File: config.mk
export PLATFORM = sky130hd
export DESIGN_NAME = control_frame_classifier_top
export DESIGN_NICKNAME = d
export VERILOG_FILES = /design/src/sv/cfc_pkg.sv /design/src/sv/control_frame_classifier_top.sv
export SDC_FILE = /design/constraint.sdc
export NUM_CORES = 1
export LEC_CHECK = 0
export BUFFER_PORTS_ARGS = -buffer_cell sky130_fd_sc_hd__buf_2
export CAP_MARGIN = 20
export CORE_ASPECT_RATIO = 0.9
export CORE_MARGIN = 2
export CORE_UTILIZATION = 40
export DETAILED_ROUTE_END_ITERATION = 12
export PLACE_DENSITY = 0.6
export SYNTH_ARGS = -nofsm -noshare
export SYNTH_HDL_FRONTEND = slang
export SYNTH_SLANG_ARGS = --single-unit
export TNS_END_PERCENT = 5
File: constraint.sdc
create_clock -name i_clk -period 4.2 [get_ports i_clk]
set_clock_uncertainty 0.05 [all_clocks]
set_input_delay 0.21 -clock i_clk [delete_from_list [all_inputs] [get_ports i_clk]]
set_output_delay 0.21 -clock i_clk [all_outputs]
set_load 0.1 [all_outputs]
File: src/sv/cfc_pkg.sv
`timescale 1ns / 1ps

package cfc_pkg;

    localparam int unsigned CountWidth = 7;
    localparam int unsigned PortWidth  = 16;
    localparam int unsigned HdrWidth   = 6;
    localparam int unsigned KindWidth  = 2;

    localparam logic [CountWidth-1:0] CountMax   = 7'd127;
    localparam logic [CountWidth-1:0] IdxTypeHi  = 7'd12;
    localparam logic [CountWidth-1:0] IdxTypeLo  = 7'd13;
    localparam logic [CountWidth-1:0] IdxHdrLen  = 7'd14;
    localparam logic [CountWidth-1:0] IdxProto   = 7'd23;
    localparam logic [CountWidth-1:0] PortOffHi  = 7'd16;
    localparam logic [CountWidth-1:0] PortOffLo  = 7'd17;
    localparam logic [CountWidth-1:0] EthMinLen  = 7'd14;
    localparam logic [CountWidth-1:0] Ipv4MinLen = 7'd34;
    localparam logic [CountWidth-1:0] UdpOffLen  = 7'd22;
    localparam logic [HdrWidth-1:0]   HdrMin     = 6'd20;

    localparam logic [15:0] EthTypeIpv4 = 16'h0800;
    localparam logic [15:0] EthTypeArp  = 16'h0806;
    localparam logic [7:0]  ProtoUdp    = 8'd17;
    localparam logic [PortWidth-1:0] PortReset = 16'd5002;

    localparam logic [KindWidth-1:0] KindNone = 2'd0;
    localparam logic [KindWidth-1:0] KindArp  = 2'd1;
    localparam logic [KindWidth-1:0] KindUdp  = 2'd2;

endpackage

File: src/sv/control_frame_classifier_top.sv
`timescale 1ns / 1ps

// Control frame classifier.
// Input channel: one frame byte per request (i_frame_byte, i_last_byte),
// handshake i_in_valid / o_in_stall. Bytes start at the destination address.
// Output channel: one verdict per frame (o_keep_frame, o_match_kind),
// handshake o_out_valid / i_out_stall. ARP frames of 14 bytes or more give
// kind 1; IPv4/UDP frames to the configured port with a sane header give
// kind 2; everything else gives kind 0 with keep low.
// Throughput is one byte per cycle while the input is not stalled. The
// verdict appears in the output register in the cycle after the last byte
// is accepted. Field capture and the verdict are one level of compares
// between the frame state registers and the output register.
// While a verdict waits with i_out_stall high, the input is stalled too and
// the waiting verdict holds; once taken, a new one may load the same cycle.
// i_cfg_wr_en writes the UDP port register from i_cfg_wr_data; write it only
// between frames. Synchronous reset clears the frame state and output valid
// and loads port 5002.
module control_frame_classifier_top
    import cfc_pkg::*;
(
    input  logic                 i_clk,
    input  logic                 i_rst_n,
    input  logic                 i_cfg_wr_en,
    input  logic [PortWidth-1:0] i_cfg_wr_data,
    input  logic                 i_in_valid,
    output logic                 o_in_stall,
    input  logic [7:0]           i_frame_byte,
    input  logic                 i_last_byte,
    output logic                 o_out_valid,
    input  logic                 i_out_stall,
    output logic                 o_keep_frame,
    output logic [KindWidth-1:0] o_match_kind
);

    logic [PortWidth-1:0]  r_ctrl_port;
    logic [CountWidth-1:0] r_byte_count, n_byte_count;
    logic [15:0]           r_ether_type, n_ether_type;
    logic [HdrWidth-1:0]   r_hdr_bytes, n_hdr_bytes;
    logic                  r_udp_seen, n_udp_seen;
    logic [PortWidth-1:0]  r_dest_port, n_dest_port;
    logic                  r_out_valid;
    logic [KindWidth-1:0]  r_kind, n_kind;

    logic                  in_accept;
    logic                  out_load;
    logic [CountWidth-1:0] len;
    logic [CountWidth-1:0] hdr_ext;

    assign o_in_stall  = r_out_valid & i_out_stall;
    assign in_accept   = i_in_valid & ~o_in_stall;
    assign out_load    = in_accept & i_last_byte;
    assign hdr_ext     = {1'b0, r_hdr_bytes};
    assign len         = (r_byte_count < CountMax) ? r_byte_count + 7'd1 : CountMax;

    always_comb begin
        n_byte_count = len;
        n_ether_type = r_ether_type;
        n_hdr_bytes  = r_hdr_bytes;
        n_udp_seen   = r_udp_seen;
        n_dest_port  = r_dest_port;

        if (r_byte_count == IdxTypeHi) begin
            n_ether_type[15:8] = i_frame_byte;
        end
        if (r_byte_count == IdxTypeLo) begin
            n_ether_type[7:0] = i_frame_byte;
        end
        if (r_byte_count == IdxHdrLen) begin
            n_hdr_bytes = {i_frame_byte[3:0], 2'b00};
        end
        if (r_byte_count == IdxProto) begin
            n_udp_seen = (i_frame_byte == ProtoUdp);
        end
        if (r_byte_count > IdxHdrLen) begin
            if (r_byte_count == PortOffHi + hdr_ext) begin
                n_dest_port[15:8] = i_frame_byte;
            end
            if (r_byte_count == PortOffLo + hdr_ext) begin
                n_dest_port[7:0] = i_frame_byte;
            end
        end
    end

    // Verdict from the state as it stands after this byte is captured.
    always_comb begin
        priority if (len < EthMinLen) begin
            n_kind = KindNone;
        end else if (n_ether_type == EthTypeArp) begin
            n_kind = KindArp;
        end else if (n_ether_type != EthTypeIpv4 || len < Ipv4MinLen) begin
            n_kind = KindNone;
        end else if (n_hdr_bytes < HdrMin || len < UdpOffLen + {1'b0, n_hdr_bytes}
                     || !n_udp_seen) begin
            n_kind = KindNone;
        end else if (n_dest_port == r_ctrl_port) begin
            n_kind = KindUdp;
        end else begin
            n_kind = KindNone;
        end
    end

    always_ff @(posedge i_clk) begin
        if (!i_rst_n) begin
            r_ctrl_port <= PortReset;
        end else if (i_cfg_wr_en) begin
            r_ctrl_port <= i_cfg_wr_data;
        end
    end

    always_ff @(posedge i_clk) begin
        if (!i_rst_n) begin
            r_byte_count <= '0;
            r_ether_type <= '0;
            r_hdr_bytes  <= '0;
            r_udp_seen   <= 1'b0;
            r_dest_port  <= '0;
        end else if (in_accept) begin
            if (i_last_byte) begin
                // clear for the next frame
                r_byte_count <= '0;
                r_ether_type <= '0;
                r_hdr_bytes  <= '0;
                r_udp_seen   <= 1'b0;
                r_dest_port  <= '0;
            end else begin
                r_byte_count <= n_byte_count;
                r_ether_type <= n_ether_type;
                r_hdr_bytes  <= n_hdr_bytes;
                r_udp_seen   <= n_udp_seen;
                r_dest_port  <= n_dest_port;
            end
        end
    end

    always_ff @(posedge i_clk) begin
        if (!i_rst_n) begin
            r_out_valid <= 1'b0;
        end else if (out_load) begin
            r_out_valid <= 1'b1;
        end else if (!i_out_stall) begin
            r_out_valid <= 1'b0;
        end
    end

    always_ff @(posedge i_clk) begin
        if (out_load) begin
            r_kind <= n_kind;
        end
    end

    assign o_out_valid  = r_out_valid;
    assign o_match_kind = r_kind;
    assign o_keep_frame = (r_kind != KindNone);

endmodule

Yosys cells after proc, flatten, opt, wreduce, memory -nomap -nowiden --
Cells that the tools add are included.
Storage, ports and cells: flip-flop bits (word level) 65, input port bits 30, output and inout bits 5, word-level logic and storage cells 59
Cells by class: add/sub/neg operators 4, magnitude comparators 6, eq/ne operators 11, mux-type cells 19, bitwise gates (word level) 4, reduce and logical (&&, ||, !) cells 6
Operators by type and width (number):
- $mux W16 | 3
- $mux W8 | 4
- $add A5 B6 Y7 const A | 3
- $eq A7 B4 Y1 const B | 3
- $eq A16 B12 Y1 const B | 1
- $eq A16 B16 Y1 | 1
- $ne A16 B12 Y1 const B | 1
- $eq A7 B7 Y1 | 2
- $mux W7 | 2
- $mux W6 | 2
- $eq A8 B5 Y1 const B | 1
- $add A7 B1 Y7 const B | 1
- $eq A7 B5 Y1 const B | 1
- $gt A7 B4 Y1 const B | 1
- $lt A7 B4 Y1 const B | 1
- $lt A7 B6 Y1 const B | 1
- $lt A7 B7 Y1 | 1
- $lt A7 B7 Y1 const B | 1
- $mux W1 | 7
- $lt A6 B5 Y1 const B | 1
- $reduce_or A4 Y1 | 1
- $and A1 B1 Y1 | 3
- $logic_or A1 B1 Y1 | 3
- $mux W2 | 1
- 4 further kinds | 4

Depth between registers and ports, before layout --
depth in word-level cells 9, gate-level depth with buffers 16, gate-level depth less buffers 13

Worst setup path after synthesis --
OpenSTA, ideal clock, no wires.
path type flip-flop to flip-flop, start point reg r_byte_count[6], end point reg r_kind[1] (netlist: o_match_kind[1]) (data pin), setup time 0.170 ns, arrival 2.971 ns, required time 3.980 ns, setup slack 1.009 ns, cell stages (with the launch flop) 16, path buffers 3, period minus slack after synthesis 3.191 ns, cell sequence dfxtp_1 buf_2 nor3_2 and3_1 clkbuf_1 clkbuf_1 nor3_1 a31oi_1 xor2_1 ha_1 a21o_1 a21oi_1 a21o_1 a2111oi_0 nand3_1 nor4_2
On the way: cells in the longest elaborated chain, start to end 7, elaborated cells on any way between the ends 31, those cells by class 2 x add/sub; 6 x order compare; 9 x eq/ne; 9 x mux; 5 x reduce/logical
Ends and longest elaborated chain:
- start, declared | line control_frame_classifier_top.sv:37 | logic [CountWidth-1:0] r_byte_count, n_byte_count;
- start signal, assigned | line control_frame_classifier_top.sv:127 | r_byte_count <= n_byte_count;
- $eq A7 B4 Y1 | line control_frame_classifier_top.sv:69 | if (r_byte_count == IdxHdrLen) begin
- $mux W6 | line control_frame_classifier_top.sv:69
- $add A5 B6 Y7 | line control_frame_classifier_top.sv:93 | end else if (n_hdr_bytes < HdrMin || len < UdpOffLen + {1'b0, n_hdr_bytes}
- $lt A7 B7 Y1 | line control_frame_classifier_top.sv:93
- $logic_or A1 B1 Y1 | line control_frame_classifier_top.sv:93
- $logic_or A1 B1 Y1 | line control_frame_classifier_top.sv:94 | || !n_udp_seen) begin
- $reduce_or A4 Y1 (no source line)
- end signal, assigned | line control_frame_classifier_top.sv:148 | r_kind <= n_kind;
- end, declared | line control_frame_classifier_top.sv:43 | logic [KindWidth-1:0] r_kind, n_kind;
Several ways; a longest one is shown, not always the timed one. A chain may end at the register's enable or synchronous reset.

Worst setup path after layout --
start point reg r_byte_count[4], end point reg r_kind[1] (netlist: o_match_kind[1]) (data pin)
The elaborated chain is that of the path after synthesis.

==> impl_metrics.json <==
{
  "wl_per_cell_um": 17.9,
  "ys_warn_count": 0,
  "setup_tns_ps": 0,
  "grt_pass1_wl_um": 17000,
  "synth_nets": 501,
  "yosysTopAreaCell": "dfxtp_1",
  "path_clk_slew_ps": 80,
  "rsz0062_at_grt": "false",
  "async_reset_ff_share_pct": 0,
  "syn_area_per_cell_sq_um": 8.68,
  "grt_pass1_vias": 3135,
  "drv_cap": 0,
  "synth_flop_cell": "dfxtp_1",
  "startpoint": "r_byte_count[4]$_SDFFE_PN0P_",
  "cts_resized": 0,
  "final-instance-count-excl-fill": 605,
  "clock_latency_ps": 350,
  "worst_pin_slew_ps": 872,
  "num_antenna_cells": 0,
  "period_share_pct": 83.4,
  "fin_crit_ps": 3500,
  "cp.arrival_ps": 3620,
  "crit_fanout": 15,
  "finalSetupViolCount": 0,
  "synth_edf_count": 2,
  "layout_common_cells": "dfxtp_1 (63), nor2b_1 (58), a22oi_1 (43), buf_2 (34), nand3_1 (22)",
  "drc": 0,
  "cts_root_buf": "clkbuf_8",
  "final_common_cell": "dfxtp_1",
  "min_path_type": "input pin to flip-flop",
  "ys_seq_elements": 65,
  "cts_sinks": 65,
  "ys_seq_area_share_pct": 33.2,
  "finalWirelength_um": 10800,
  "synthCells": 458,
  "cts_setup_buffers": 0,
  "numCtsBuffers": 9,
  "synth_cell_types": 60,
  "die_x_um": 109,
  "maxSlewViolCount": 0,
  "post-dp-hpwl_um": 7840,
  "crit_path_end_kind": "flip-flop",
  "grt_max_degree": 64,
  "drt_first_pass_iters": 6,
  "antenna_found_initial": 0,
  "r2r_setup_slack_ps": 700,
  "rr_worst_depth": 12,
  "rr_startpoint": "r_byte_count[4]$_SDFFE_PN0P_",
  "worst_ep_required_time_ps": 4320,
  "grtUsageTotal_pct": 20.7,
  "pwr_density_cell_nw_per_um2": 302,
  "vdd_drop_max_v": 0.000184,
  "cts_tree": "built",
  "clock.fmax_ghz": 0.285,
  "start_kind": "flip-flop",
  "initial_utilization_pct": 41.2,
  "worstSetupPathType": "flip-flop to flip-flop",
  "r2r-end": "o_match_kind[1]$_SDFFCE_PP0P_",
  "drive_gt1_share_pct": 12.7,
  "syn_area_sq_um": 3970,
  "nets": 518,
  "hold_viol": 0,
  "ios": 35,
  "hold_start": "i_cfg_wr_data[1]",
  "drt_iter0_markers": 243,
  "rows": 34,
  "vias": 3464,
  "portBuffers": 34,
  "postRouteAntennaNets": 0,
  "grt_overflow": 0,
  "cts.path.max_buffers": 2,
  "die_height_um": 98.6,
  "ctsHoldBuffers": 0,
  "vias_per_cell": 5.73,
  "p_leak_uw": 0.00161,
  "synthToLayoutAreaGrowth_pct": 9.82,
  "status": "finished, final reports clean",
  "synthDominantCellAreaShare_pct": 31.7,
  "gp_congestion": 0.921,
  "dp.cells": 590,
  "coreArea_sq_um": 9660,
  "crit_path_end": "o_match_kind[1]$_SDFFCE_PP0P_",
  "ys_top_cells_by_area": "dfxtp_1 (32%), nor2b_1 (9.1%), a22oi_1 (8.1%)",
  "dieArea_sq_um": 10700,
  "relSlewSlack_pct": 41.9,
  "htreeDepth": 3
}
-- area by class of cell --
class / count / area [sq um]
Multi-Input combinational cell: 343 / 2430
Fill cell: 947 / 5290
Tap cell: 126 / 158
Clock inverter: 4 / 52.6
Clock buffer: 11 / 141
Inverter: 21 / 78.8
Sequential cell: 65 / 1320
Timing Repair Buffer: 35 / 178
-- state kept, by name (all words and copies together) (netlist names) --
register	cells
o_match_kind	2
r_dest_port	16
o_out_valid	1
r_byte_count	7
r_ether_type	16
r_hdr_bytes	6
r_udp_seen	1
r_ctrl_port	16
-- worst min-delay path by stage --
stage                                       end  slack [ps]  cells after the start
CTS                 r_ctrl_port[1]$_SDFFE_PN1P_          10                      3
global route        r_ctrl_port[3]$_SDFFE_PN1P_          20                      3
finish              r_ctrl_port[1]$_SDFFE_PN1P_          20                      3
global placement    r_ctrl_port[1]$_SDFFE_PN1P_         370                      3
floorplan           r_ctrl_port[7]$_SDFFE_PN1P_         290                      2
detailed placement  r_ctrl_port[1]$_SDFFE_PN1P_         380                      3
-- cell usage after synthesis (all sizes together), types with 3 or more instances --
| cell type | number |
|---|---|
| nor4 | 7 |
| xor2 | 14 |
| xnor2 | 15 |
| nor2 | 16 |
| nand2 | 20 |
| ha | 13 |
| a31oi | 5 |
| and3 | 7 |
| nand4 | 5 |
| o211ai | 4 |
| inv | 21 |
| a21oi | 12 |
| nor3 | 9 |
| and2 | 6 |
| or2 | 4 |
| dfxtp | 63 |
| o221ai | 4 |
| and4 | 3 |
| mux2i | 20 |
| clkbuf | 18 |
| nand3 | 22 |
| buf | 11 |
| a222oi | 3 |
| o311a | 3 |
| o21ai | 16 |
| nor2b | 58 |
| nand2b | 3 |
| a22oi | 43 |
-- where the power goes --
part           total (uW)  switching [uW]  internal, uW
sequential            644            14.0           630
clock                 543             254           290
combinational         131            85.1          46.3
total                1320             353           966
-- kinds of logic (layout without fill, tap and decap cells) --
group	after synthesis	count (layout)	synth area share, %
AND/OR/NAND/NOR	167	167	24.5
AO/OA/AOI/OAI	113	113	20.8
flip-flops	65	65	33.2
buffers and inverters	50	71	5.48
XOR/XNOR	29	29	6.58
multiplexers	21	21	5.32
adder cells (fa/ha/maj)	13	13	4.09
-- through the flow --
stage / instance area [sq um] / setup WS [ps] / utilization, % / hold slack, ps / total power, uW
after floorplan: 3970 / 1010 / - / 286 / 743
after global placement: 4170 / 912 / 43.2 / 372 / 789
after detailed placement: 4170 / 758 / 43.2 / 383 / 789
after CTS: 4360 / 720 / 45.2 / 9.96 / 1330
after global routing: 4360 / 396 / 45.2 / 19.3 / 1370
final: 4360 / 696 / 45.2 / 23.7 / 1320
-- critical path, stage by stage, from the launching register on --
cell and delay (ps):
dfxtp_1 460, nor3_2 460, and3_1 550, nor3_1 100
a31oi_1 230, xor2_1 110, ha_1 310, a21o_1 120
a21oi_1 80, a21o_1 160, a2111oi_0 350, nand3_1 170
nor4_2 170
-- per-layer routing --
layer  vias up  GRT usage [%]  routed length [um]
li1       1707              -                   -
met1      1646           29.7                5220
met2       100           31.1                4830
met3        11           4.76                 609
met4         0           5.82                 136
met5         -              0                   0
Power figures use the tool's default switching activity.
